### src/bfm_fifo.sv
`default_nettype none
// ---------------------------------------------------------------------------
// Bloom filter word queue
// Small first-in first-out queue of words with full and empty flags.
// ---------------------------------------------------------------------------
module bfm_fifo #(
	parameter int WIDTH = 8,
	parameter int DEPTH = 2
) (
	input  wire logic             clk,
	input  wire logic             arst_n,
	input  wire logic             push,
	input  wire logic [WIDTH-1:0] wdata,
	output logic                  full,
	input  wire logic             pop,
	output logic [WIDTH-1:0]      rdata,
	output logic                  empty
);
	localparam int PW = (DEPTH > 1) ? $clog2(DEPTH) : 1;
	localparam int CW = $clog2(DEPTH + 1);

	logic [WIDTH-1:0] slot_q [DEPTH];
	logic [PW-1:0]    wr_q, rd_q;
	logic [CW-1:0]    cnt_q;
	logic             do_push, do_pop;

	assign full    = (cnt_q == CW'(DEPTH));
	assign empty   = (cnt_q == '0);
	assign do_push = push && !full;
	assign do_pop  = pop && !empty;
	assign rdata   = slot_q[rd_q];

	always_ff @(posedge clk) begin
		if (do_push) begin
			slot_q[wr_q] <= wdata;
		end
	end

	always_ff @(posedge clk or negedge arst_n) begin
		if (!arst_n) begin
			wr_q  <= '0;
			rd_q  <= '0;
			cnt_q <= '0;
		end else begin
			if (do_push) begin
				wr_q <= (wr_q == PW'(DEPTH - 1)) ? '0 : wr_q + 1'b1;
			end
			if (do_pop) begin
				rd_q <= (rd_q == PW'(DEPTH - 1)) ? '0 : rd_q + 1'b1;
			end
			if (do_push && !do_pop) begin
				cnt_q <= cnt_q + 1'b1;
			end else if (do_pop && !do_push) begin
				cnt_q <= cnt_q - 1'b1;
			end
		end
	end

endmodule
`default_nettype wire

### config.mk
export PLATFORM = sky130hd
export DESIGN_NAME = bfm_fifo
export DESIGN_NICKNAME = d
export VERILOG_FILES = /design/src/bfm_fifo.sv
export SDC_FILE = /design/constraint.sdc
export NUM_CORES = 1
export LEC_CHECK = 0
export ABC_AREA = 1
export BUFFER_PORTS_ARGS = -buffer_cell sky130_fd_sc_hd__buf_2
export CAP_MARGIN = 15
export CORE_MARGIN = 2
export CORE_UTILIZATION = 45
export DETAILED_ROUTE_END_ITERATION = 12
export PLACE_DENSITY_LB_ADDON = 0.2
export SLEW_MARGIN = 20
export SYNTH_ARGS = -nofsm -noshare
export SYNTH_HDL_FRONTEND = slang
export SYNTH_SLANG_ARGS = --single-unit
export TNS_END_PERCENT = 5
### constraint.sdc
create_clock -name clk -period 1.85 [get_ports clk]
set_input_delay 0.0925 -clock clk [delete_from_list [all_inputs] [get_ports clk]]
set_output_delay 0.0925 -clock clk [all_outputs]
set_load 0.01 [all_outputs]
==> results of run 1 <==
[worst reg2reg max path, cell delays in order (launching register included)]
cell,delay (ps)
dfrtp_1,470
o21ai_0,270
ha_1,310
inv_1,80
nand3_1,80
nand2_1,70
nand2_1,50
[per-layer routing]
layer  global-route usage  part of all wire  up-vias
met2               0.2306              0.47       21
met4              0.08000                 0        0
met5                    0                 0        -
met1               0.1684              0.47      260
li1                     -                 -      304
met3              0.02353             0.051        0
[stage by stage]
stage / instances / hold WS (ps)
floorplan: 73 / -203.1
global placement: 120 / -95.02
detailed placement: 120 / -95.19
CTS: 133 / 49.97
global route: 133 / 76.22
finish: 133 / 44.63
[sequential cells by signal, summed over array words and instances, names as in the netlist]
register	cells
cnt_q	2
slot_q	16
wr_q	1
rd_q	1
[cell usage in the layout, fill, tap and decap left out]
master / n
nand3b_1: 1
buf_2: 21
nor2_1: 2
dfrtp_1: 4
dlygate4sd3_1: 9
clkbuf_4: 3
o21ai_0: 2
nand4_1: 1
nand3_1: 1
edfxtp_1: 16
bufinv_16: 1
ha_1: 1
inv_1: 7
xnor2_1: 1
nand2_1: 33
buf_4: 2
nor2_2: 2
inv_2: 1
[worst paths after layout]
path	end	cells past startpoint	slack, ps
worst max register to register	cnt_q[1]$_DFFE_PN0P_	6	430
worst min-delay path	rd_q$_DFFE_PN0P_	3	40
min in group asynchronous	cnt_q[0]$_DFFE_PN0P_	2	110
max in group asynchronous	rd_q$_DFFE_PN0P_	2	1620
worst min register to register	wr_q$_DFFE_PN0N_	2	500
worst max-delay path	rdata[7]	4	410
[final cells by class]
cell class	instances	area share
Clock buffer	3	0.02050
Clock inverter	1	0.02733
Inverter	8	0.02733
Multi-Input combinational cell	44	0.1765
Sequential cell	20	0.5285
Tap cell	25	0.02847
Timing Repair Buffer	32	0.1913
[cell families after synthesis]
group / after synthesis
AO/OA/AOI/OAI: 2
AND/OR/NAND/NOR: 40
buffers and inverters: 9
XOR/XNOR: 1
flip-flops: 20
adder cells (fa/ha/maj): 1
[power groups by stage]
stage	Clock (W)	Combinational, W	Sequential, W
floorplan	0	0.000381	0.000679
global placement	0	0.000536	0.000720
detailed placement	0	0.000546	0.000725
CTS	0.000354	0.000564	0.000715
global route	0.000370	0.000643	0.000729
finish	0.000350	0.000559	0.000715
[what timing repair did]
action	4_1_cts	5_1_grt
setup endpoints to repair	0	0
hold buffers	9	0
gates resized for setup	0	0
setup buffers	0	0
endpoints found under the hold margin	20	0
==> flow_summary_export.csv, run 1 <==
group,metric,value,unit
final_layout,layout-drive-gt1-share,0.2778,
final_layout,multi_input_area,193.9,µm²
logic_synthesis,synth-simple-area-share,0.2009,
logic_synthesis,syn_inst,73,
pwr,power_switching,0.0005521,W
worst_hold_path,min_path_type,"in2reg",
place,pre_cts_slack,450.7,ps
timing,max_freq,0.6936,GHz
logic_synthesis,synth_area,809.5,µm²
timing,hold_violations,0,
timing,setup_viol,0,
pwr,powerDensity,1478,nW/µm²
worst_setup_path,criticalPathCategory,"reg2out",
pwr,clkPwrFrac,0.216,
outcome,status,"finished, final reports clean",
detailed_routing,drc,0,
timing,finalCriticalPeriod,1442,ps
worst_setup_path,critical_path.top_delay_family,"flip-flops",
floorplanning,fp.coreArea,1708,µm²
cts,clk_pin_slew_worst_paths,110,ps
pwr,irDropWorstVdd,1.100,mV
worst_setup_path,path_common_cell,"nand2_1",
logic_synthesis,synth_compound_area_frac,0.01236,
worst_setup_path,critPathLaunch,"rd_q$_DFFE_PN0P_",
logic_synthesis,synthTopCellsByCount,"nand2_1, edfxtp_1, inv_1",
logic_synthesis,synth-async-reset-ratio,0.2000,
worst_setup_path,worst_path_max_delay_cell,"dfrtp_1",
logic_synthesis,synth-xor-area-share,0.01082,
place,dp_hpwl,916.5,µm
final_layout,syn_to_final_growth,35.70,%
final_layout,nFillCells,140,
detailed_routing,dr.pass1.iters,4,
worst_setup_path,cp_cell_sequence,"inv_2 -> nand2_1 -> nand2_1 -> buf_2",
logic_synthesis,synthTopCellsByArea,"edfxtp_1, nand2_1, dfrtp_1",
cts,cts_tree,"yes",
place,port_buffers,21,
pwr,swShare,0.3400,
floorplanning,die_x,46.42,µm
global_route,gr-total-overflow,0,
global_route,grt_pass1_vias,525,
worst_setup_path,setup.worst_path.start_class,"flop",
final_layout,utilization,0.6432,
floorplanning,die_h,46.42,µm
timing,rsz0062_at_grt,"false",
detailed_routing,wirelength,1382,µm
cts,clock-sinks,20,
detailed_routing,wl_per_cell,10.39,µm
cts,clock_tree.root_cell,"clkbuf_4",
logic_synthesis,synth_top_area_cell,"edfxtp_1",
logic_synthesis,yosysTopAreaCellShare,0.5935,
timing,worstMarginPinSlew,389.5,ps
logic_synthesis,synthAdderAreaFrac,0.01546,
floorplanning,ios,22,
timing,min_period_over_period,0.7794,
cts,clock_latency,290,ps
pwr,p_leak,0.5207,nW
run,maxCapViolations,0,
pwr,p_int,0.001072,W
logic_synthesis,syn_nets,86,
cts,clock_path_buffers,2,
cts,cts-buffers-inserted,3,
timing,maxSlewViolCount,0,
logic_synthesis,synth_mux_area_frac,0,
logic_synthesis,synth_flop_cell,"edfxtp_1",
timing,setup_slack,408.2,ps
timing,max-slew-margin-rel,0.7403,
timing,setup_tns,0,ps
pwr,pwr-share-seq,0.440,
floorplanning,initial_core_util,0.4740,
final_layout,final_cell_area,1099,µm²
worst_setup_path,critPathBufInv,2,
worst_hold_path,min_from,"pop",
logic_synthesis,seq_area_frac_synth,0.7172,
global_route,grtUsageTotal,0.1389,
logic_synthesis,avgSynthCellArea,11.09,µm²
detailed_routing,vias,585,
global_route,grt_start_max_net_pins,13,
cts,cts_max_level,1,
place,placed_cell_area,955.9,µm²
logic_synthesis,synth_edf_count,16,
detailed_routing,initialDrtViolationCount,6,
place,gp_congestion,0.7207,
timing,skew,1.246,ps
worst_setup_path,crit_path_max_incr_delay,590,ps
floorplanning,die_area,2154,µm²
logic_synthesis,synth_seq_cells,20,
final_layout,antennaDiodeCount,0,
worst_setup_path,worstSetupEndpointType,"primary output",
logic_synthesis,synth_most_common_cell,"nand2_1",
detailed_routing,routed_via_density,4.398,
floorplanning,num_rows,15,
global_route,grt_first_pass_wirelength,2014,µm
worst_setup_path,worst_ep_required_time,1760,ps
worst_setup_path,crit_fanout,10,
detailed_routing,final_antenna_net_count,0,
final_layout,final_nets,122,
logic_synthesis,ys_types,14,
global_route,antenna_found_initial,0,
worst_setup_path,crit_arrival,1350,ps
logic_synthesis,synth_top_family_by_area,"simple AND/OR/NAND/NOR gates",
pwr,comb_power_share,0.344,
pwr,power,0.001624,W
logic_synthesis,yosys_warnings,0,
worst_setup_path,rr_startpoint,"cnt_q[0]$_DFFE_PN0P_",
final_layout,seq_area,580.6,µm²
Power figures use the tool's default switching activity.
==> inputs of run 2 (changes only) <==
Clock period 1.85 ns to 1.4 ns, I/O delays scaled along.
==> flow_summary_export.csv, run 2 (synthesis gave the netlist of run 1 again) <==
group,metric,value,unit
global_route,use_met1,0.1447,
global_route,grtUsageTotal,0.1370,
outcome,status,"finished, final reports clean",
final_layout,syn_to_final_growth,42.66,%
worst_setup_path,rr_startpoint,"cnt_q[1]$_DFFE_PN0P_",
global_route,antenna_found_initial,0,
floorplanning,initial_core_util,0.4740,
detailed_routing,vias,595,
pwr,power_switching,0.0007731,W
cts,clock-sinks,20,
place,placed_cell_area,975.9,µm²
pwr,p_leak,0.5345,nW
global_route,grt_pass1_vias,534,
final_layout,top_register,"slot_q",
worst_setup_path,crit_fanout,4,
global_route,met3_usage,0.03922,
run,maxCapViolations,0,
final_layout,final_cell_area,1155,µm²
worst_setup_path,worstReg2RegEnd,"cnt_q[1]$_DFFE_PN0P_",
global_route,gr-total-overflow,0,
global_route,grt_start_max_net_pins,13,
global_route,grt-busiest-layer,"met2",
worst_hold_path,min_from,"pop",
worst_setup_path,criticalPathCategory,"reg2reg",
timing,skew,1.677,ps
timing,holdWs,41.29,ps
cts,clock_latency,290,ps
place,dp_hpwl,905,µm
timing,finalCriticalPeriod,1311,ps
final_layout,final_nets,124,
pwr,comb_power_share,0.376,
timing,setup_viol,0,
pwr,swShare,0.3395,
worst_setup_path,worst_path_max_delay_cell,"dfrtp_1",
place,gp_congestion,0.7466,
cts,cts_tree,"yes",
worst_hold_path,holdPathEnd,"rd_q$_DFFE_PN0P_",
final_layout,final_common_cell,"nand2_1",
final_layout,reg_top3,"slot_q x16, cnt_q x2",
timing,setup_slack,88.72,ps
pwr,p_int,0.001504,W
timing,max_freq,0.7626,GHz
worst_setup_path,crit_path_max_incr_delay,450,ps
cts,cts_max_level,1,
final_layout,layout-drive-gt1-share,0.3364,
pwr,pwr-share-seq,0.424,
global_route,grt_use_met2,0.2361,
place,port_buffers,21,
worst_setup_path,worst_ep_required_time,1590,ps
detailed_routing,initialDrtViolationCount,7,
final_layout,layout_common_cells,"nand2_1, buf_2, edfxtp_1, dlygate4sd3_1, inv_1",
floorplanning,die_x,46.42,µm
timing,worstMarginPinSlew,219.0,ps
cts,clock_path_buffers,2,
timing,min_period_over_period,0.9366,
detailed_routing,final_antenna_net_count,0,
detailed_routing,routed_via_density,4.407,
cts,clock_tree.root_cell,"clkbuf_4",
pwr,powerDensity,1972,nW/µm²
cts,clk_pin_slew_worst_paths,110,ps
pwr,power,0.002277,W
detailed_routing,dr.pass1.iters,4,
floorplanning,fp.coreArea,1708,µm²
timing,hold_violations,0,
detailed_routing,drc,0,
floorplanning,die_h,46.42,µm
floorplanning,die_area,2154,µm²
place,pre_cts_slack,9.519,ps
final_layout,antennaDiodeCount,0,
worst_setup_path,cp_cell_sequence,"inv_2 -> nor2_4 -> nor2_4 -> ha_4 -> inv_1 -> nand3_1 -> nand2_1 -> nand2_1",
worst_hold_path,whs_path_depth,3,
worst_setup_path,crit_arrival,1500,ps
global_route,grt_first_pass_wirelength,1973,µm
worst_setup_path,worstSetupEndpointType,"flop",
floorplanning,ios,22,
detailed_routing,wl_per_cell,10.50,µm
pwr,clkPwrFrac,0.200,
timing,maxSlewViolCount,0,
floorplanning,num_rows,15,
worst_hold_path,min_path_type,"in2reg",
worst_setup_path,reg2reg_depth,8,
final_layout,largest_reg_flops,16,
pwr,irDropWorstVdd,1.097,mV
cts,cts-buffers-inserted,3,
worst_setup_path,rrSetupSlack,90,ps
detailed_routing,wirelength,1417,µm
timing,max-slew-margin-rel,0.8524,
worst_setup_path,setup.worst_path.start_class,"flop",
## run 2: cell count changes in the layout (fill, tap and decap cells not counted), moves of 2 or more
cell,before,now
dfrtp_1,4,2
dfrtp_2,0,2
nor2_2,2,0
nor2_4,0,2
## run 2: what timing repair did
item	4_1_cts	5_1_grt
buffers inserted	0	1
hold endpoints to repair	20	0
resized for setup	2	6
pin swaps	0	1
hold buffers	9	0
setup endpoints to repair	8	1
## run 2: worst max-delay path by stage
stage	from	end	cells after the start
floorplan	cnt_q[1]$_DFFE_PN0P_	slot_q[1][0]$_DFFE_PP_	3
global placement	cnt_q[0]$_DFFE_PN0P_	cnt_q[1]$_DFFE_PN0P_	6
detailed placement	cnt_q[0]$_DFFE_PN0P_	cnt_q[1]$_DFFE_PN0P_	6
CTS	cnt_q[0]$_DFFE_PN0P_	cnt_q[1]$_DFFE_PN0P_	7
global route	cnt_q[1]$_DFFE_PN0P_	cnt_q[1]$_DFFE_PN0P_	9
finish	cnt_q[1]$_DFFE_PN0P_	cnt_q[1]$_DFFE_PN0P_	8
## run 2: area by class of cell
| class | count | area (µm²) |
|---|---|---|
| Timing Repair Buffer | 34 | 237.7 |
| Fill cell | 134 | 553.0 |
| Clock inverter | 1 | 30.03 |
| Sequential cell | 20 | 583.1 |
| Multi-Input combinational cell | 44 | 220.2 |
| Tap cell | 25 | 31.28 |
| Clock buffer | 3 | 22.52 |
| Inverter | 8 | 30.03 |
## run 2: stage by stage
step                      std cells  setup TNS (ps)  utilization
after floorplan                  73               0            -
after global placement          121               0       0.5714
after detailed placement        121               0       0.5714
after CTS                       134               0       0.6557
after global routing            135          -2.038       0.6762
final                           135               0       0.6762
## run 2: routing by layer
layer	up-vias	wire length, µm
li1	306	-
met1	272	628
met2	15	709
met3	2	59
met4	0	19
met5	-	0
## run 2: worst max-delay path: cells and delay by family (launching register included)
kind	cells	cell delay (ps)
AND/OR/NAND/NOR	5	390
buffers and inverters	2	150
flip-flops	1	450
adder cells (fa/ha/maj)	1	210
## run 2: power by group through the flow
stage | sequential, W | clock [W] | combinational (W)
floorplan | 0.000897 | 0 | 0.000503
global placement | 0.000950 | 0 | 0.000752
detailed placement | 0.000954 | 0 | 0.000772
CTS | 0.000947 | 0.000462 | 0.000793
global route | 0.000983 | 0.000477 | 0.000972
finish | 0.000965 | 0.000455 | 0.000857
