$ cat src/bfm_pkg.sv
`default_nettype none
// ---------------------------------------------------------------------------
// Bloom filter membership package
// Word types, action and register codes, hash constants and helpers.
// ---------------------------------------------------------------------------
package bfm_pkg;

	localparam logic [1:0] ACT_INSERT = 2'd0;
	localparam logic [1:0] ACT_QUERY  = 2'd1;
	localparam logic [1:0] ACT_CHECK  = 2'd2;
	localparam logic [1:0] ACT_CLEAR  = 2'd3;

	localparam int unsigned CFG_INDEX_W = 4;
	localparam int unsigned CFG_DATA_W  = 17;
	localparam logic [CFG_INDEX_W-1:0] REG_FILTER_BITS = 4'd0;
	localparam logic [CFG_INDEX_W-1:0] REG_HASH_COUNT  = 4'd1;

	localparam int unsigned WORD_BITS = 64;
	localparam int unsigned BIT_SEL_W = 6;

	localparam logic [63:0] MM_C1  = 64'h87c37b91114253d5;
	localparam logic [63:0] MM_C2  = 64'h4cf5ad432745937f;
	localparam logic [63:0] FMIX_1 = 64'hff51afd7ed558ccd;
	localparam logic [63:0] FMIX_2 = 64'hc4ceb9fe1a85ec53;
	localparam logic [63:0] MM_ADD1 = 64'h0000000052dce729;
	localparam logic [63:0] MM_ADD2 = 64'h0000000038495ab5;

	typedef struct packed {
		logic [1:0]  action;
		logic [63:0] key_lo;
		logic [63:0] key_hi;
		logic [4:0]  key_len;
	} cmd_t;

	typedef struct packed {
		logic        answer;
		logic [31:0] insert_total;
		logic [31:0] query_total;
	} res_t;

	typedef struct packed {
		logic       start;
		logic       first;
		logic [4:0] seed;
	} hash_req_t;

	typedef struct packed {
		logic        done;
		logic [16:0] pos;
	} hash_resp_t;

	function automatic logic [63:0] rotl64(input logic [63:0] v, input int unsigned r);
		return (v << r) | (v >> (64 - r));
	endfunction

	function automatic logic [63:0] xs33(input logic [63:0] v);
		return v ^ (v >> 33);
	endfunction

endpackage
`default_nettype wire

$ cat src/bfm_fifo.sv
`default_nettype none
// ---------------------------------------------------------------------------
// Bloom filter word queue
// Small first-in first-out queue of words with full and empty flags.
// ---------------------------------------------------------------------------
module bfm_fifo #(
	parameter int WIDTH = 8,
	parameter int DEPTH = 2
) (
	input  wire logic             clk,
	input  wire logic             arst_n,
	input  wire logic             push,
	input  wire logic [WIDTH-1:0] wdata,
	output logic                  full,
	input  wire logic             pop,
	output logic [WIDTH-1:0]      rdata,
	output logic                  empty
);
	localparam int PW = (DEPTH > 1) ? $clog2(DEPTH) : 1;
	localparam int CW = $clog2(DEPTH + 1);

	logic [WIDTH-1:0] slot_q [DEPTH];
	logic [PW-1:0]    wr_q, rd_q;
	logic [CW-1:0]    cnt_q;
	logic             do_push, do_pop;

	assign full    = (cnt_q == CW'(DEPTH));
	assign empty   = (cnt_q == '0);
	assign do_push = push && !full;
	assign do_pop  = pop && !empty;
	assign rdata   = slot_q[rd_q];

	always_ff @(posedge clk) begin
		if (do_push) begin
			slot_q[wr_q] <= wdata;
		end
	end

	always_ff @(posedge clk or negedge arst_n) begin
		if (!arst_n) begin
			wr_q  <= '0;
			rd_q  <= '0;
			cnt_q <= '0;
		end else begin
			if (do_push) begin
				wr_q <= (wr_q == PW'(DEPTH - 1)) ? '0 : wr_q + 1'b1;
			end
			if (do_pop) begin
				rd_q <= (rd_q == PW'(DEPTH - 1)) ? '0 : rd_q + 1'b1;
			end
			if (do_push && !do_pop) begin
				cnt_q <= cnt_q + 1'b1;
			end else if (do_pop && !do_push) begin
				cnt_q <= cnt_q - 1'b1;
			end
		end
	end

endmodule
`default_nettype wire

$ cat src/bfm_front.sv
`default_nettype none
// ---------------------------------------------------------------------------
// Bloom filter front end
// Accept words, clip the key length, drop unused key bytes and queue them.
// ---------------------------------------------------------------------------
module bfm_front #(
	parameter int MAX_KEY_BYTES = 16
) (
	input  wire logic         clk,
	input  wire logic         arst_n,
	input  wire logic         hold,
	input  wire logic         push,
	output logic              full,
	input  wire logic [1:0]   action,
	input  wire logic [63:0]  key_bytes_low,
	input  wire logic [63:0]  key_bytes_high,
	input  wire logic [4:0]   key_length,
	input  wire logic         cmd_pop,
	output logic              cmd_empty,
	output bfm_pkg::cmd_t     cmd
);
	localparam logic [4:0] MAXK = 5'(MAX_KEY_BYTES);

	bfm_pkg::cmd_t cmd_in;
	logic [4:0]    len_c;
	logic          q_full;
	logic [$bits(bfm_pkg::cmd_t)-1:0] q_rdata;

	always_comb begin
		len_c = (key_length > MAXK) ? MAXK : key_length;
		cmd_in.action  = action;
		cmd_in.key_len = len_c;
		for (int i = 0; i < 8; i++) begin
			cmd_in.key_lo[8*i +: 8] = (5'(i) < len_c) ? key_bytes_low[8*i +: 8] : 8'h00;
			cmd_in.key_hi[8*i +: 8] = (5'(i + 8) < len_c) ? key_bytes_high[8*i +: 8] : 8'h00;
		end
	end

	assign full = q_full || hold;
	assign cmd  = bfm_pkg::cmd_t'(q_rdata);

	bfm_fifo #(
		.WIDTH($bits(bfm_pkg::cmd_t)),
		.DEPTH(2)
	) u_cmd_q (
		.clk   (clk),
		.arst_n(arst_n),
		.push  (push && !hold),
		.wdata (cmd_in),
		.full  (q_full),
		.pop   (cmd_pop),
		.rdata (q_rdata),
		.empty (cmd_empty)
	);

endmodule
`default_nettype wire

$ cat config.mk
export PLATFORM = sky130hd
export DESIGN_NAME = bfm_front
export DESIGN_NICKNAME = d
export VERILOG_FILES = /design/src/bfm_pkg.sv /design/src/bfm_fifo.sv /design/src/bfm_front.sv
export SDC_FILE = /design/constraint.sdc
export NUM_CORES = 1
export LEC_CHECK = 0
export BUFFER_PORTS_ARGS = -buffer_cell sky130_fd_sc_hd__buf_4
export CORE_MARGIN = 5
export CORE_UTILIZATION = 40
export CTS_BUF_LIST = sky130_fd_sc_hd__clkbuf_4 sky130_fd_sc_hd__clkbuf_8
export DETAILED_ROUTE_END_ITERATION = 10
export SYNTH_ARGS = -nofsm -noshare
export SYNTH_HDL_FRONTEND = slang
export SYNTH_HIERARCHICAL = 1
export SYNTH_SLANG_ARGS = --single-unit
export TNS_END_PERCENT = 1
$ cat constraint.sdc
create_clock -name clk -period 10.5 [get_ports clk]
set_clock_uncertainty 0.1 [all_clocks]
set_input_delay 0.525 -clock clk [delete_from_list [all_inputs] [get_ports clk]]
set_output_delay 0.525 -clock clk [all_outputs]
set_load 0.05 [all_outputs]
==> impl_results.md, run 1 <==
* Initial antenna violation count at 0
* Post-CTS setup buffer count at 0
* GP Congestion at 0.724
* Clock Power Share at 0.222
* Number of fillers in the final layout at 2370
* Total CTS buffers at 46
* Hold Slack at 0.0719 ns
* Register bit total from synthesis at 274
* Std-Cell Core Area at 27700 um^2
* RSZ-0062 raised after global routing: no
* Arr. time, crit path at 2.87 ns
* Max-slew violation total from the final report at 0
* Wirelength per Cell at 19.4 um
* Max frequency at 0.286 GHz
* # resized after CTS at 0
* Endpoint class of the critical path: output pin
* Vias in the first global route at 6621
* Total negative slack at 0 ns
* Die outline area at 31400 um^2
* Slew headroom at 0.336
* Post-route minimum period at 3.50 ns
* Total Power Consumption at 3.93 mW
* Area growth from synthesis to final layout at 29.3%
* Final cycle utilization of the critical path at 0.333
* Nature of the critical path startpoint: flip-flop
* Depth of the CTS H-tree at 2
* Sw Share at 0.386
* Net switching power of the design at 1.52 mW
* Number of DRC markers after the initial detailed-route iteration at 257
* Post-synthesis instance area at 11200 um^2
* Type of the tightest min-delay check: in2reg
* Source-to-sink clock delay at the later pin of the worst-skew pair at 0.53 ns
* Data required time at the worst endpoint at 9.88 ns
* Number of input and output port buffers inserted at 276
* Hold Fails Final Rpt at 0
* Worst ir drop on vdd at 0.000125 V
* Clock Sinks at 274
* Number of max-cap violations at 0
* Number of enable flip-flop cells after synthesis at 270
* Asr flop ratio synth at 0.0146
* Post-DP HPWL at 16.5 mm
* Sequential area share after synthesis at 0.733
* Measured slew at the worst slew-check pin at 0.996 ns
* Maximum buffer depth of the clock tree at 3
* Global routing usage summed across all routing layers at 0.157
* Clock transition at the register clock pins on the worst setup and hold paths after CTS at 0.06 ns
* Number of nets at the end of the flow at 1046
* Number of rows created at floorplan at 61
* Hold_buf cts at 1
* Part of the power in combinational logic at 0.411
* Net Count, Synth at 743
* Ports placed on the boundary at 277
* Die H at 177 um
* Post-synthesis instance total at 602
* Cell type contributing the most total cell area after synthesis: edfxtp_1
* Total length of routed wires at 25.5 mm
* Clock tree from TritonCTS: done
* Part of the power in registers at 0.367
* Routed via count divided by cell count at 4.72
* Maximum number of pins on one net before global-route repair at 71
* Global-route wire length before repair at 37.8 mm
* Worst Path Max Fanout at 46
* Setup Crit Path Kind: reg2out
* Internal Power at 2.41 mW
* Post-route antenna net violation count at 0
* Ratio of total power to cell area at 271 nW/um^2
* Setup violation total in the final timing report at 0
* TritonRoute pass-1 iters at 6
* Die outline width at 177 um
* Static Leakage at 5.52 nW
* Main synth FF type: edfxtp_1
* Top-count cell post-synth: edfxtp_1
* Vias at 6208
* Overflow after GRT at 0
* Clock Tree Root: clkbuf_8
* Count of warnings emitted by yosys at 6
* Ranking of synthesized cells by area: edfxtp_1 72%, mux2_2 9.6%, mux2_4 5.4%, nor2b_1 3.8%, a21boi_0 2.1%
* Synth cell types at 34
* Commonest cells in the netlist: 270 x edfxtp_1, 95 x mux2_2, 68 x nor2b_1
* Run status: complete, no violations
* Inserted Diodes at 0
* Synth Area per Inst at 18.6 um^2
* Starting Density at 0.404
* Share of final-layout standard cells stronger than drive strength 1 at 0.531
* Share of Yosys cell area claimed by the top area cell type at 0.724
* Remaining routing DRC violations at 0
[metal layers]
metal | track usage | vias up | part of all wire
met3 | 0.0594 | 35 | 0.092
met2 | 0.254 | 225 | 0.48
met5 | 0 | - | 0
li1 | - | 2918 | -
met4 | 0.0483 | 0 | 0.020
met1 | 0.197 | 3030 | 0.40
[cells in the final DEF, fill, tap and decap left out, types with 3 or more instances in the layout]
cell type / instances
mux2_4: 40
clkbuf_4: 20
clkinv_1: 9
inv_1: 3
and3_1: 16
nor2b_1: 68
nor2_1: 4
xnor2_1: 3
and2_1: 16
dfrtp_1: 3
clkbuf_8: 47
mux2_2: 95
edfxtp_1: 270
a21boi_0: 32
buf_4: 281
[critical path: stages, from the launching register on]
cell	delay [ns]
dfrtp_4	0.87
buf_4	0.74
mux2_2	0.45
buf_4	0.20
[sequential cells by signal, indices dropped and copies added (netlist names)]
name,count
u_cmd_q/cnt_q,2
u_cmd_q/wr_q,1
u_cmd_q/slot_q,270
u_cmd_q/rd_q,1
[final timing paths]
check                                              from                               end  slack, ns  cells after the start
min reg2reg                u_cmd_q/cnt_q[1]$_DFFE_PN0P_      u_cmd_q/cnt_q[1]$_DFFE_PN0P_       0.42                      1
max in group asynchronous                        arst_n          u_cmd_q/rd_q$_DFFE_PN0P_       9.95                      2
min                                           action[0]  u_cmd_q/slot_q[1][133]$_DFFE_PP_       0.07                      1
max                            u_cmd_q/rd_q$_DFFE_PN0P_                          cmd[121]       7.00                      3
max reg2reg                u_cmd_q/cnt_q[0]$_DFFE_PN0P_   u_cmd_q/slot_q[1][41]$_DFFE_PP_       7.58                      3
min in group asynchronous                        arst_n      u_cmd_q/cnt_q[1]$_DFFE_PN0P_       0.23                      2
[through the flow]
stage | area, um^2 | util | instances | setup slack [ns]
after floorplan | 11200 | - | 602 | 3.39
after global placement | 13600 | 0.492 | 1234 | 7.33
after detailed placement | 13600 | 0.492 | 1234 | 7.33
after CTS | 14500 | 0.523 | 1314 | 6.91
after global routing | 14500 | 0.523 | 1314 | 6.84
final | 14500 | 0.523 | 1314 | 7.00
[power by group through the flow]
stage	logic, mW	clock network (mW)	registers (mW)
floorplan	1.23	0	1.44
global placement	1.63	0	1.46
detailed placement	1.63	0	1.47
CTS	1.64	0.907	1.44
global route	1.68	0.957	1.45
finish	1.61	0.873	1.44
[final cells by class]
cell class / instances / area [um^2] / share of cell area
clock buffer: 67 / 797 / 0.0551
clock inverter: 12 / 51.3 / 0.00354
inverter: 3 / 11.3 / 0.000778
multi-input combinational: 298 / 2810 / 0.194
sequential: 274 / 8210 / 0.567
tap: 378 / 473 / 0.0327
timing repair buffer: 282 / 2120 / 0.146
[cells by family (layout without fill, tap and decap cells)]
| family | Yosys count | count (layout) | synth area share |
|---|---|---|---|
| compound gates | 43 | 43 | 0.0316 |
| xor+xnor | 5 | 5 | 0.00391 |
| fa+ha+maj | 1 | 1 | 0.00112 |
| buf+inv | 30 | 364 | 0.0170 |
| flops | 274 | 274 | 0.733 |
| mux | 135 | 135 | 0.149 |
| simple gates | 114 | 114 | 0.0642 |
No activity file was read; power rests on OpenSTA's default activity.
==> run 2, diff against run 1 <==
Clock period 10.5 ns to 3.4 ns, I/O delays scaled along.
==> impl_results.md, run 2 (synthesized netlist as in run 1, its figures left out) <==
* Run status: complete, no violations
* Clock Tree Root: clkbuf_8
* Type of the tightest min-delay check: in2reg
* Measured slew at the worst slew-check pin at 1.05 ns (+0.0553 ns)
* Total negative slack at 0 ns (unchanged)
* Die outline width at 177 um (unchanged)
* Most common cell after layout, fill and taps aside: buf_4
* Die H at 177 um (unchanged)
* Remaining routing DRC violations at 0 (unchanged)
* Initial antenna violation count at 0 (unchanged)
* Wirelength per Cell at 18.5 um (-4.8%)
* Vias in the first global route at 7248 (+9.5%)
* Worst ir drop on vdd at 0.000586 V (+370%)
* Source-to-sink clock delay at the later pin of the worst-skew pair at 0.52 ns (about the same)
* Vias at 6824 (+9.9%)
* TritonRoute pass-1 iters at 6 (unchanged)
* Ports placed on the boundary at 277 (unchanged)
* Max-slew violation total from the final report at 0 (unchanged)
* Static Leakage at 6.10 nW (+11%)
* Clock transition at the register clock pins on the worst setup and hold paths after CTS at 0.06 ns (about the same)
* Max frequency at 0.395 GHz
* Hold Fails Final Rpt at 0 (unchanged)
* Post-CTS setup buffer count at 0 (unchanged)
* Post-route minimum period at 2.53 ns
* Nature of the critical path startpoint: flip-flop
* Post-DP HPWL at 16.9 mm (+2.5%)
* Share of final-layout standard cells stronger than drive strength 1 at 0.460 (-0.0714)
* Clock Sinks at 274 (unchanged)
* Number of DRC markers after the initial detailed-route iteration at 303 (+18%)
* Hold Slack at 0.0729 ns (+0.000969 ns)
* Total CTS buffers at 46 (unchanged)
* Clock tree from TritonCTS: done
* GP Congestion at 0.771 (+6.5%)
* Global routing usage summed across all routing layers at 0.165 (+0.00806)
* Die outline area at 31400 um^2 (unchanged)
* Routed via count divided by cell count at 4.70 (-0.59%)
* Area growth from synthesis to final layout at 41.9%
* Worst hold path startpoint: key_length[3]
* Worst Path Max Fanout at 64 (+39%)
* Startpoint of the worst register-to-register path: u_cmd_q/cnt_q[0]$_DFFE_PN0P_
* Number of max-cap violations at 0 (unchanged)
* Global-route wire length before repair at 40.2 mm (+6.3%)
* Arr. time, crit path at 2.26 ns (-0.61 ns)
* Largest stage delay on the critical path at 0.69 ns (-0.18 ns)
* Maximum buffer depth of the clock tree at 3 (unchanged)
* Highest-count cells in the layout ignoring fill and taps: 276 x buf_4, 270 x edfxtp_1, 136 x dlygate4sd3_1
* # resized after CTS at 0 (unchanged)
* Placed Cells incl. Taps at 1235 (+0.081%)
* CP max stage cell: dfrtp_4
* Slew headroom at 0.295 (-0.0407)
* Data required time at the worst endpoint at 3.13 ns (-6.75 ns)
* Overflow after GRT at 0 (unchanged)
* Reg with most FFs: u_cmd_q/slot_q
* Inserted Diodes at 0 (unchanged)
* Ratio of total power to cell area at 769 nW/um^2 (+180%)
* Crit-path cells: buf_12 > mux2_2 > buf_4
* Number of rows created at floorplan at 61 (unchanged)
* Starting Density at 0.404 (unchanged)
* Top flop regs: u_cmd_q/slot_q x270, u_cmd_q/cnt_q x2
* Depth of the CTS H-tree at 2 (unchanged)
* Post-route antenna net violation count at 0 (unchanged)
* Final cycle utilization of the critical path at 0.745
* Std-Cell Core Area at 27700 um^2 (unchanged)
* Setup Crit Path Kind: reg2out
* Number of input and output port buffers inserted at 276 (unchanged)
* Count of placed standard cells in the final layout, fillers left out at 1453 (+11%)
* Hold_buf cts at 136 (+135)
* Flip-flop count of the largest register after layout at 270 (unchanged)
* Critical path origin: u_cmd_q/rd_q$_DFFE_PN0P_
* Number of nets at the end of the flow at 1182 (+13%)
* Setup violation total in the final timing report at 0 (unchanged)
* Maximum number of pins on one net before global-route repair at 80 (+13%)
* Total length of routed wires at 26.9 mm (+5.3%)
* Endpoint class of the critical path: output pin
* RSZ-0062 raised after global routing: no
[run 2: cell count changes in the layout (fill, tap and decap cells not counted), sizes merged]
cell,delta
dlygate4sd3,+135
buf,+1
clkbuf,-9
clkinv,+12
[run 2: worst max-delay path: cells and delay by family, from the launching register on]
| family | cells | cell delay [ns] |
|---|---|---|
| buf+inv | 2 | 0.54 |
| mux | 1 | 0.40 |
| flops | 1 | 0.69 |
[run 2: path summary, 6_finish.rpt]
kind | end | slack, ns | depth (start not counted)
min in group asynchronous | u_cmd_q/cnt_q[0]$_DFFE_PN0P_ | 0.46 | 3
worst max-delay path | cmd[128] | 0.87 | 3
worst min register to register | u_cmd_q/cnt_q[1]$_DFFE_PN0P_ | 0.41 | 1
worst max register to register | u_cmd_q/slot_q[0][60]$_DFFE_PP_ | 1.45 | 4
max in group asynchronous | u_cmd_q/rd_q$_DFFE_PN0P_ | 2.54 | 3
worst min-delay path | u_cmd_q/slot_q[0][3]$_DFFE_PP_ | 0.07 | 2
[run 2: area by class of cell]
| class | instances | area [um^2] |
|---|---|---|
| clock inverters | 24 | 103 |
| multi-input cells | 298 | 2810 |
| fillers | 2186 | 11800 |
| clock buffers | 58 | 729 |
| inverters | 3 | 11.3 |
| well taps | 378 | 473 |
| flip-flops and latches | 274 | 8210 |
| repair buffers | 418 | 3550 |
[run 2: through the flow]
stage	power, mW	util	instance area (um^2)	worst slack (ns)
2_1_floorplan	8.20	-	11200	-0.914
3_3_place_gp	9.58	0.495	13700	1.32
3_5_place_dp	9.58	0.495	13700	1.29
4_1_cts	12.4	0.574	15900	0.814
5_1_grt	12.7	0.574	15900	0.773
6_report	12.2	0.574	15900	0.868
[run 2: power breakdown]
group / switching [mW] / internal [mW]
clock: 1.23 / 1.40
combinational: 3.32 / 1.87
sequential: 0.179 / 4.23
total: 4.72 / 7.50
[run 2: per-layer routing]
layer  share of wire  vias up  wire length [um]  track usage
met1            0.39     3332             10600        0.197
met5               0        -                 0            0
met2            0.50      250             13500        0.286
met4           0.029        0               787       0.0609
met3           0.077       54              2060       0.0462
li1                -     3188                 -            -
==> run 3, diff against run 2 <==
Clock period 3.4 ns to 2.4 ns, I/O delays scaled along.
==> impl_results.md, run 3 (synthesized netlist as in run 1, its figures left out) <==
* Post-route minimum period at 2.28 ns
* Clock tree from TritonCTS: done
* Flip-flop count of the largest register after layout at 270 (unchanged)
* Part of the power in combinational logic at 0.431 (+0.007)
* Total CTS buffers at 46 (unchanged)
* Remaining routing DRC violations at 0 (unchanged)
* Smallest setup slack after layout at 0.125 ns (-0.743 ns)
* Worst ir drop on vdd at 0.000444 V (-24%)
* Die outline width at 177 um (unchanged)
* Endpoint class of the critical path: output pin
* Vias in the first global route at 7361 (+1.6%)
* Share of final-layout standard cells stronger than drive strength 1 at 0.468 (+0.00859)
* Crit-path cells: buf_12 > mux2_2 > buf_4
* Met2 Track Usage GR at 0.284 (-0.00271)
* Vias at 6901 (+1.1%)
* Slew headroom at 0.507 (+0.212)
* Overflow after GRT at 0 (unchanged)
* Net switching power of the design at 6.84 mW (+45%)
* Number of DRC markers after the initial detailed-route iteration at 335 (+11%)
* Post-Place Worst Slack at 0.496 ns (-0.798 ns)
* Reg with most FFs: u_cmd_q/slot_q
* Total length of routed wires at 27.4 mm (+1.9%)
* Placed Cells incl. Taps at 1251 (+1.3%)
* Post-route antenna net violation count at 0 (unchanged)
* Number of max-cap violations at 0 (unchanged)
* Ratio of total power to cell area at 1100 nW/um^2 (+43%)
* Number of rows created at floorplan at 61 (unchanged)
* Ports placed on the boundary at 277 (unchanged)
* Most common cell after layout, fill and taps aside: buf_4
* Post-DP HPWL at 17.5 mm (+3.3%)
* Max-slew violation total from the final report at 0 (unchanged)
* Initial antenna violation count at 2 (+2)
* Source-to-sink clock delay at the later pin of the worst-skew pair at 0.53 ns (about the same)
* TritonRoute pass-1 iters at 4 (-2)
* Run status: complete, no violations
* Clock transition at the register clock pins on the worst setup and hold paths after CTS at 0.06 ns (about the same)
* Routed via count divided by cell count at 4.67 (-0.51%)
* Nature of the critical path startpoint: flip-flop
* Cell area after layout at 16100 um^2 (+1.4%)
* Static Leakage at 6.22 nW (+2.0%)
* CP max stage cell: dfrtp_4
* Met3 Usage GRT at 0.0445 (-0.00170)
* Worst Path Max Fanout at 21 (-67%)
* Post-Place Cell Area at 13800 um^2 (+0.99%)
* Maximum number of pins on one net before global-route repair at 74 (-7.5%)
* Number of nets at the end of the flow at 1203 (+1.8%)
* Largest delay contributor family on the critical path: flip-flops
* Max frequency at 0.439 GHz
* Layer with the highest usage: met2
* Setup violation total in the final timing report at 0 (unchanged)
* Area growth from synthesis to final layout at 43.9%
* Measured slew at the worst slew-check pin at 0.732 ns (-0.320 ns)
* Clock Tree Root: clkbuf_8
* Clock Power Share at 0.216 (about the same)
* Internal Power at 10.8 mW (+44%)
* Utilization after layout at 0.582 (+0.00808)
* Maximum buffer depth of the clock tree at 3 (unchanged)
* Global-route wire length before repair at 41.0 mm (+2.2%)
* Setup Crit Path Kind: reg2out
* RSZ-0062 raised after global routing: no
* Count of placed standard cells in the final layout, fillers left out at 1477 (+1.7%)
* Highest-count cells in the layout ignoring fill and taps: 292 x buf_4, 270 x edfxtp_1, 140 x dlygate4sd3_1
* # resized after CTS at 0 (unchanged)
* Die outline area at 31400 um^2 (unchanged)
* Top flop regs: u_cmd_q/slot_q x270, u_cmd_q/cnt_q x2
* Die H at 177 um (unchanged)
* Global Route met1 Usage at 0.217 (+0.0195)
* Largest stage delay on the critical path at 0.66 ns (-0.03 ns)
* Type of the tightest min-delay check: in2reg
* Hold Slack at 0.188 ns (+0.115 ns)
* Part of the power in registers at 0.352 (-0.008)
* Sw Share at 0.387 (+0.000758)
* Depth of the CTS H-tree at 2 (unchanged)
* Clock Sinks at 274 (unchanged)
* Starting Density at 0.404 (unchanged)
* Number of fillers in the final layout at 2160 (-1.2%)
* GP Congestion at 0.765 (-0.80%)
* Final cycle utilization of the critical path at 0.948
* Std-Cell Core Area at 27700 um^2 (unchanged)
* Global routing usage summed across all routing layers at 0.169 (+0.00384)
* Data required time at the worst endpoint at 2.18 ns (-0.95 ns)
* Wirelength per Cell at 18.5 um (+0.24%)
* Hold Fails Final Rpt at 0 (unchanged)
* Number of input and output port buffers inserted at 276 (unchanged)
* Arr. time, crit path at 2.06 ns (-0.20 ns)
* Buf+Inv Stages, Crit Path at 2 (unchanged)
run 3: cell count changes in the layout (fill, tap and decap cells not counted):
cell	previous run	this run
nand2b_4	0	1
buf_4	276	292
clkinv_2	7	4
clkinv_1	16	17
dlygate4sd3_1	136	140
clkinvlp_4	1	2
diode_2	0	1
nand2_1	1	0
nand2_4	0	1
clkbuf_4	11	14
buf_16	0	1
nand2b_1	1	0
run 3: area by class of cell:
type,instances,area (um^2),area share
inverters,3,11.3,0.000699
repair buffers,439,3740,0.232
diodes,1,2.50,0.000155
clock buffers,61,752,0.0467
multi-input cells,298,2830,0.175
flip-flops and latches,274,8210,0.509
clock inverters,23,98.8,0.00613
well taps,378,473,0.0293
run 3: path summary, 6_finish.rpt:
path | end | start | slack (ns) | cells after the start
setup / recovery | cmd[121] | u_cmd_q/rd_q$_DFFE_PN0P_ | 0.12 | 3
hold / removal | u_cmd_q/slot_q[1][115]$_DFFE_PP_ | push | 0.19 | 3
setup reg to reg | u_cmd_q/slot_q[1][64]$_DFFE_PP_ | u_cmd_q/cnt_q[0]$_DFFE_PN0P_ | 0.61 | 3
hold reg to reg | u_cmd_q/cnt_q[0]$_DFFE_PN0P_ | u_cmd_q/cnt_q[0]$_DFFE_PN0P_ | 0.47 | 1
max in group asynchronous | u_cmd_q/rd_q$_DFFE_PN0P_ | arst_n | 1.58 | 3
min in group asynchronous | u_cmd_q/cnt_q[0]$_DFFE_PN0P_ | arst_n | 0.41 | 3
run 3: worst min-delay path: stages:
cell and delay, ns:
buf_4 0.11, nor2b_1 0.14, and3_4 0.25
run 3: repair_timing:
action | in CTS | in global routing
buffers inserted | 1 | 0
hold buffers | 140 | 0
setup endpoints to repair | 95 | 0
endpoints found under the hold margin | 277 | 0
run 3: routing by layer:
metal | share of wire | vias to the layer above
met5 | 0.00029 | -
met4 | 0.022 | 2
met3 | 0.075 | 47
met2 | 0.49 | 245
met1 | 0.42 | 3375
li1 | - | 3232
run 3: through the flow:
| step | total power [mW] | setup TNS [ns] |
|---|---|---|
| 2_1_floorplan | 11.6 | -156.49 |
| 3_3_place_gp | 13.7 | 0 |
| 3_5_place_dp | 13.8 | 0 |
| 4_1_cts | 17.9 | 0 |
| 5_1_grt | 18.4 | 0 |
| 6_report | 17.7 | 0 |
run 3: power by group through the flow:
stage               sequential (mW)  clock [mW]  combinational (mW)
floorplan                      6.22           0                5.39
global placement               6.36           0                7.35
detailed placement             6.37           0                7.39
CTS                            6.23        3.93                7.71
global route                   6.27        4.17                7.94
finish                         6.22        3.83                7.62
